File: src/rtl/core/pbdl_pkg.sv
package pbdl_pkg;

    // Pin and tick sizing
    localparam int NUM_PINS       = 14;
    localparam int TOP_BUTTON_PIN = 6;
    localparam int DREQ_PIN_INDEX = 7;
    localparam int TICK_WIDTH     = 32;

    // Fixed field widths
    localparam int GAP_W   = 32;
    localparam int INDEX_W = 4;
    localparam int PIN_W   = 5;
    localparam int DATA_W  = 32;
    localparam int ADDR_W  = 3;

    // Register map: byte address bit 2 selects the register slot
    localparam logic REG_MIN_GAP = 1'b0;
    localparam logic [GAP_W-1:0] MIN_GAP_RESET = GAP_W'(200);

    // Only pins that exist can be scanned
    localparam int SCAN_CELLS = (TOP_BUTTON_PIN < NUM_PINS) ? TOP_BUTTON_PIN + 1 : NUM_PINS;

    // Width used for the gap compare
    localparam int CMP_W = (TICK_WIDTH > GAP_W) ? TICK_WIDTH : GAP_W;

    typedef logic [NUM_PINS-1:0]   pin_mask_t;
    typedef logic [SCAN_CELLS-1:0] scan_mask_t;
    typedef logic [TICK_WIDTH-1:0] tick_t;
    typedef logic [GAP_W-1:0]      gap_t;

    // Clear bit of the data-request pin (zero when that pin does not exist)
    localparam pin_mask_t DREQ_MASK = pin_mask_t'(1) << DREQ_PIN_INDEX;

    // Scan token handed from cell to cell
    typedef struct packed {
        logic               vld;
        logic               dreq;
        logic               found;
        logic [PIN_W-1:0]   pin;
        logic [INDEX_W-1:0] idx;
        scan_mask_t         pend;
        scan_mask_t         clr;
        tick_t              now;
    } token_t;

endpackage

File: src/rtl/core/pbdl_cell.sv
module pbdl_cell (
    input  logic            clk,
    input  logic            rst_n,
    input  logic            advance,
    input  pbdl_pkg::gap_t  min_gap,
    input  pbdl_pkg::token_t tok_in,
    output pbdl_pkg::token_t tok_out
);
    import pbdl_pkg::*;

    tick_t            ts_reg;
    tick_t            ts_next;
    token_t           tok_reg;
    token_t           tok_next;
    logic             hit;
    logic             accept;
    tick_t            diff;

    // Debounce check for the pin the token is visiting
    assign hit    = tok_in.vld && !tok_in.found && tok_in.pend[SCAN_CELLS-1];
    assign diff   = tok_in.now - ts_reg;
    assign accept = hit && (CMP_W'(diff) >= CMP_W'(min_gap));

    // Token update: drop the visited pin, record its clear bit, step down one pin
    always_comb
    begin
        tok_next      = tok_in;
        tok_next.pend = tok_in.pend << 1;
        tok_next.clr  = (tok_in.clr << 1) | SCAN_CELLS'(hit);
        tok_next.pin  = tok_in.pin - PIN_W'(1);
        ts_next       = ts_reg;
        if (accept)
        begin
            tok_next.found = 1'b1;
            tok_next.idx   = tok_in.pin[INDEX_W-1:0];
            ts_next        = tok_in.now;
        end
    end

    // Timestamp of this pin's last accepted press
    always_ff @(posedge clk or negedge rst_n)
    begin
        if (!rst_n)
        begin
            ts_reg <= '0;
        end
        else if (advance)
        begin
            ts_reg <= ts_next;
        end
    end

    // Token register toward the next lower pin
    always_ff @(posedge clk or negedge rst_n)
    begin
        if (!rst_n)
        begin
            tok_reg <= '0;
        end
        else if (advance)
        begin
            tok_reg <= tok_next;
        end
    end

    assign tok_out = tok_reg;

endmodule

File: src/rtl/core/priority_button_debounce_lockout_unit.sv
// The scan token walks the cell row one pin per cycle while the row is not stalled,
//   and the output register takes the result as it leaves the row; a new item enters
//   only once the previous one has left the row.
// A held output stalls the row; a new item may be taken while a result waits.
// Reset: all pin timestamps cleared to zero, min_gap set to 200, no item in flight.
module priority_button_debounce_lockout_unit (
    input  logic                          clk,
    input  logic                          rst_n,
    // input items
    input  logic                          in_valid,
    output logic                          in_ready,
    input  logic [pbdl_pkg::NUM_PINS-1:0] pending_rises,
    input  logic [pbdl_pkg::TICK_WIDTH-1:0] now_tick,
    // result items
    output logic                          out_valid,
    input  logic                          out_ready,
    output logic                          dreq_event,
    output logic                          button_valid,
    output logic [pbdl_pkg::INDEX_W-1:0]  button_index,
    output logic [pbdl_pkg::NUM_PINS-1:0] clear_mask,
    // configuration
    input  logic                          psel,
    input  logic                          penable,
    input  logic                          pwrite,
    input  logic [pbdl_pkg::ADDR_W-1:0]   paddr,
    input  logic [pbdl_pkg::DATA_W-1:0]   pwdata,
    output logic [pbdl_pkg::DATA_W-1:0]   prdata,
    output logic                          pready
);
    import pbdl_pkg::*;

    gap_t      min_gap_reg;
    logic      busy_reg;
    logic      busy_next;
    logic      out_valid_reg;
    logic      out_valid_next;
    logic      dreq_reg;
    logic      valid_reg;
    logic [INDEX_W-1:0] index_reg;
    pin_mask_t clr_reg;

    logic      accept_in;
    logic      advance;
    logic      load_out;
    pin_mask_t dreq_sh;
    logic      dreq_pend;
    token_t    entry_tok;
    token_t    chain_tok [SCAN_CELLS+1];
    token_t    tail;

    // Configuration register
    assign pready = 1'b1;
    assign prdata = (paddr[2] == REG_MIN_GAP) ? DATA_W'(min_gap_reg) : '0;

    always_ff @(posedge clk or negedge rst_n)
    begin
        if (!rst_n)
        begin
            min_gap_reg <= MIN_GAP_RESET;
        end
        else if (psel && penable && pwrite && pready && (paddr[2] == REG_MIN_GAP))
        begin
            min_gap_reg <= pwdata[GAP_W-1:0];
        end
    end

    // Entry: data request bypasses the button scan
    assign in_ready  = !busy_reg;
    assign accept_in = in_valid && in_ready;
    assign dreq_sh   = pending_rises >> DREQ_PIN_INDEX;
    assign dreq_pend = dreq_sh[0];

    always_comb
    begin
        entry_tok       = '0;
        entry_tok.vld   = accept_in;
        entry_tok.dreq  = dreq_pend;
        entry_tok.pin   = PIN_W'(SCAN_CELLS - 1);
        entry_tok.pend  = dreq_pend ? '0 : pending_rises[SCAN_CELLS-1:0];
        entry_tok.now   = now_tick;
    end

    // Row stalls only when a finished token cannot enter the output register
    assign tail     = chain_tok[0];
    assign advance  = !(tail.vld && out_valid_reg && !out_ready);
    assign load_out = advance && tail.vld;

    assign chain_tok[SCAN_CELLS] = entry_tok;

    // Cell row, top scanned pin first
    for (genvar k = 0; k < SCAN_CELLS; k++)
    begin : g_cell
        pbdl_cell u_cell (
            .clk     (clk),
            .rst_n   (rst_n),
            .advance (advance),
            .min_gap (min_gap_reg),
            .tok_in  (chain_tok[k+1]),
            .tok_out (chain_tok[k])
        );
    end

    // Busy while an item is in the row
    always_comb
    begin
        busy_next = busy_reg;
        if (accept_in)
        begin
            busy_next = 1'b1;
        end
        else if (load_out)
        begin
            busy_next = 1'b0;
        end
    end

    always_comb
    begin
        out_valid_next = out_valid_reg;
        if (load_out)
        begin
            out_valid_next = 1'b1;
        end
        else if (out_ready)
        begin
            out_valid_next = 1'b0;
        end
    end

    always_ff @(posedge clk or negedge rst_n)
    begin
        if (!rst_n)
        begin
            busy_reg      <= 1'b0;
            out_valid_reg <= 1'b0;
        end
        else
        begin
            busy_reg      <= busy_next;
            out_valid_reg <= out_valid_next;
        end
    end

    // Output register
    always_ff @(posedge clk)
    begin
        if (load_out)
        begin
            dreq_reg  <= tail.dreq;
            valid_reg <= tail.found;
            index_reg <= tail.found ? tail.idx : '0;
            clr_reg   <= NUM_PINS'(tail.clr) | (tail.dreq ? DREQ_MASK : '0);
        end
    end

    assign out_valid    = out_valid_reg;
    assign dreq_event   = dreq_reg;
    assign button_valid = valid_reg;
    assign button_index = index_reg;
    assign clear_mask   = clr_reg;

endmodule
File: config.mk
export PLATFORM = sky130hd
export DESIGN_NAME = priority_button_debounce_lockout_unit
export DESIGN_NICKNAME = d
export VERILOG_FILES = /design/src/rtl/core/pbdl_pkg.sv /design/src/rtl/core/pbdl_cell.sv /design/src/rtl/core/priority_button_debounce_lockout_unit.sv
export SDC_FILE = /design/constraint.sdc
export NUM_CORES = 1
export LEC_CHECK = 0
export BUFFER_PORTS_ARGS = -buffer_cell sky130_fd_sc_hd__buf_2
export CAP_MARGIN = 10
export CORE_ASPECT_RATIO = 1.1
export CORE_UTILIZATION = 50
export CTS_CLUSTER_SIZE = 24
export DETAILED_ROUTE_END_ITERATION = 7
export GPL_TIMING_DRIVEN = 0
export HOLD_SLACK_MARGIN = 0.1
export PLACE_DENSITY = 0.67
export RECOVER_POWER = 25
export SYNTH_ARGS = -nofsm -noshare
export SYNTH_HDL_FRONTEND = slang
export SYNTH_SLANG_ARGS = --single-unit
File: constraint.sdc
create_clock -name clk -period 7.01 [get_ports clk]
set_input_delay 1.402 -clock clk [delete_from_list [all_inputs] [get_ports clk]]
set_output_delay 1.402 -clock clk [all_outputs]
set_load 0.05 [all_outputs]
==> flow_summary.toml <==
[run_status]
status = "finished, violations left"
failed_checks = "max-capacitance violations, max-slew violations"

[drt]
vias = 30509
dr.first_iter.drc_count = 1467
drt-total-wl_um = 98000
dr.pass1.iters = 5
ant_nets = 0
via_per_inst = 5.47
wl_per_cell_um = 17.6
remaining_drc_errors = 0

[place]
dp_hpwl_um = 78200
portBuffers = 127
place_congestion = 0.933
dp.cells = 5458
place_area_um2 = 40600
dp_slack_ps = -9.62

[global_routing]
top_usage_layer = "met2"
grt_pass1_wl_um = 156000
gr-total-overflow = 0
gr-usage-met3_pct = 2.53
grt_use_total_pct = 25.3
grt_max_degree = 119
grtUsageMet1_pct = 31.3
met2_usage_pct = 45.0
grt_pass1_vias = 29879
antenna_found_initial = 1

[critical_path]
crit_path_end_kind = "register"
crit_slowest_cell = "nand3_1"
critical_path_buf_inv_count = 1
crit_path_max_incr_delay_ps = 570
cp-start-kind = "register"
worstPathRequired_ps = 7500
path_cells = "ha_1, nor2b_1, o31a_1, o31ai_1, a21oi_1, nor4b_2, o311ai_1, a21o_1, a21oi_1, xnor2_1, ha_1, a21o_1, a21o_1, a21oi_1, o21ai_0, a21oi_1, o311ai_0, nand3_1, clkbuf_1, mux2_2"
crit_type = "reg2reg"
path_delay_family = "compound AO/OA/AOI/OAI gates"
crit_arrival_ps = 7020
critPathMaxFanout = 10
cp_common_cell = "a21oi_1"

[cells_and_area]
fin_nets = 5043
final_util_pct = 56.2
fillers = 7063
largest_reg_flops = 302
n_antenna_cell = 0
design_area_um2 = 42800
synthToLayoutAreaGrowth_pct = 10.9
fin_cells = 5578
drive_above_1_share_pct = 11.8

[clocking]
insertion_delay_ps = 630
clk_transition_reported_paths_ps = 60
cts_num_sinks = 573
htree_levels = 3
cts_inserted_buffers = 69
cts-root-buf = "clkbuf_16"
clock_path_buffers = 3
cts_setup_buffers = 0
post_cts_resized = 0
cts_tree = "done"
postCtsHoldBufs = 0

[sta]
setup_ws_ps = 484
skew_ps = 22.0
tightest_slew_ps = 2580
finalHoldViolCount = 0
max_freq_mhz = 153
setup_viol = 0
fin_crit_ps = 6530
rsz0062_at_grt = "false"
fin_crit_sh_pct = 93.1
maxSlewHeadroom_pct = -71.9
finalMaxSlewViolations = 331

[floorplanning]
die_x_um = 267
dieArea_um2 = 78200
core-area_um2 = 76100
die_h_um = 293
rows = 106
num_io_pins = 143
initial_core_util_pct = 50.6

[pwr]
swShare_pct = 31.7
p_int_mw = 6.23
switchingPower_mw = 2.89
p_leak_nw = 20.8
p_total_mw = 9.12
power_frac_seq_pct = 38.7
combPwrFrac_pct = 23.3
peakVddDrop_v = 0.000182
clockPowerShare_pct = 38.0
power_density_nw_per_um2 = 213

[synthesis]
synth_seq_area_share_pct = 37.4
synth_ff_type = "dfrtp_1"
synth_area_um2 = 38500
synthCells = 4293
synth.distinct_cells = 78
yosysMostFrequentCell = "nand2_1"
yosysTopAreaCellShare_pct = 36.2
synth_area_leader_cell = "dfrtp_1"
syn_avg_cell_area_um2 = 8.98
yosysWarnings = 0
ys_ff_latch = 573
synth_top_cells_by_area = "dfrtp_1, ha_1, nand2_1"
synthArstFlopShare_pct = 97.7
synth_edf_count = 13
synthTopCellsByCount = "nand2_1, dfrtp_1, ha_1"

[job]
cap_violations = 3

[worst_hold_path]
min_path_type = "reg2reg"
[worst paths after layout]
check                                              from                           end  slack (ps)  cells after the start
max                         g_cell[1].u_cell.tok_out[1]    g_cell[0].u_cell.ts_reg[6]         480                     20
min                        g_cell[0].u_cell.tok_out[35]                 clear_mask[3]         450                      0
max reg2reg                 g_cell[1].u_cell.tok_out[1]    g_cell[0].u_cell.ts_reg[6]         480                     20
min reg2reg                g_cell[0].u_cell.tok_out[35]                 clear_mask[3]         450                      0
max in group asynchronous                         rst_n  g_cell[3].u_cell.tok_out[46]        1150                      3
min in group asynchronous                         rst_n    g_cell[0].u_cell.ts_reg[8]         930                      1
[worst register-to-register path: cells and delay by family, from the launching register on]
kind                       cells  cell delay [ps]
buffers and inverters          1              520
DFF                            1              430
and+or+nand+nor                3             1100
AOI/OAI and AO/OA             12             3230
muxes                          1              400
adders and majority gates      2              570
xor gates and xnor gates       1              160
[area by class of cell]
| cell class | count | area, µm² | share of cell area, % |
|---|---|---|---|
| tap | 1026 | 1280 | 3.00 |
| buffer | 144 | 577 | 1.35 |
| inverter | 310 | 1160 | 2.72 |
| sequential | 573 | 14400 | 33.7 |
| timing repair buffer | 134 | 722 | 1.69 |
| clock buffer | 98 | 1970 | 4.60 |
| clock inverter | 22 | 219 | 0.512 |
| multi-input combinational | 3271 | 22400 | 52.4 |
[stage by stage]
step                setup TNS (ps)  hold slack (ps)
floorplan                        0              425
global placement          -3981230              433
detailed placement           -79.5              434
CTS                              0              449
global route                     0              457
finish                           0              446
[logic make-up (layout without fill, tap and decap cells)]
logic type               Yosys count  after routing  synth area share [%]
XOR/XNOR                         211            211                  4.80
buffers and inverters            454            708                  4.51
adder cells (fa/ha/maj)          452            452                  14.8
flip-flops                       573            573                  37.4
multiplexers                     230            230                  6.69
AO/OA/AOI/OAI                    878            878                  14.6
AND/OR/NAND/NOR                 1493           1493                  17.2
other                              2              7                0.0195
[cells in the final DEF (no fill, tap or decap), drive strengths merged, types with 30 or more instances in the layout]
| master | instances |
|---|---|
| ha | 445 |
| a21oi | 289 |
| nor3 | 43 |
| nor2b | 35 |
| a21o | 181 |
| nand3 | 106 |
| nand2 | 905 |
| nand2b | 34 |
| xor2 | 70 |
| o21ai | 141 |
| o22ai | 34 |
| nor2 | 178 |
| buf | 154 |
| a31oi | 30 |
| clkbuf | 222 |
| xnor2 | 141 |
| mux2 | 221 |
| or3b | 31 |
| dfrtp | 557 |
| nand4 | 56 |
| inv | 315 |
[layer usage]
layer  routed length, µm  up-vias
met5                   0        -
met3                3660      176
met1               42300    14395
met2               48300      596
met4                3710        0
li1                    -    15342
[power groups by stage]
| stage | combinational, mW | sequential (mW) | clock, mW |
|---|---|---|---|
| floorplan | 1.48 | 3.55 | 0 |
| global placement | 2.07 | 3.59 | 0 |
| detailed placement | 2.13 | 3.59 | 0 |
| CTS | 2.14 | 3.53 | 3.54 |
| global route | 2.39 | 3.55 | 3.68 |
| finish | 2.12 | 3.53 | 3.46 |
No activity file was read; power rests on OpenSTA's default activity.
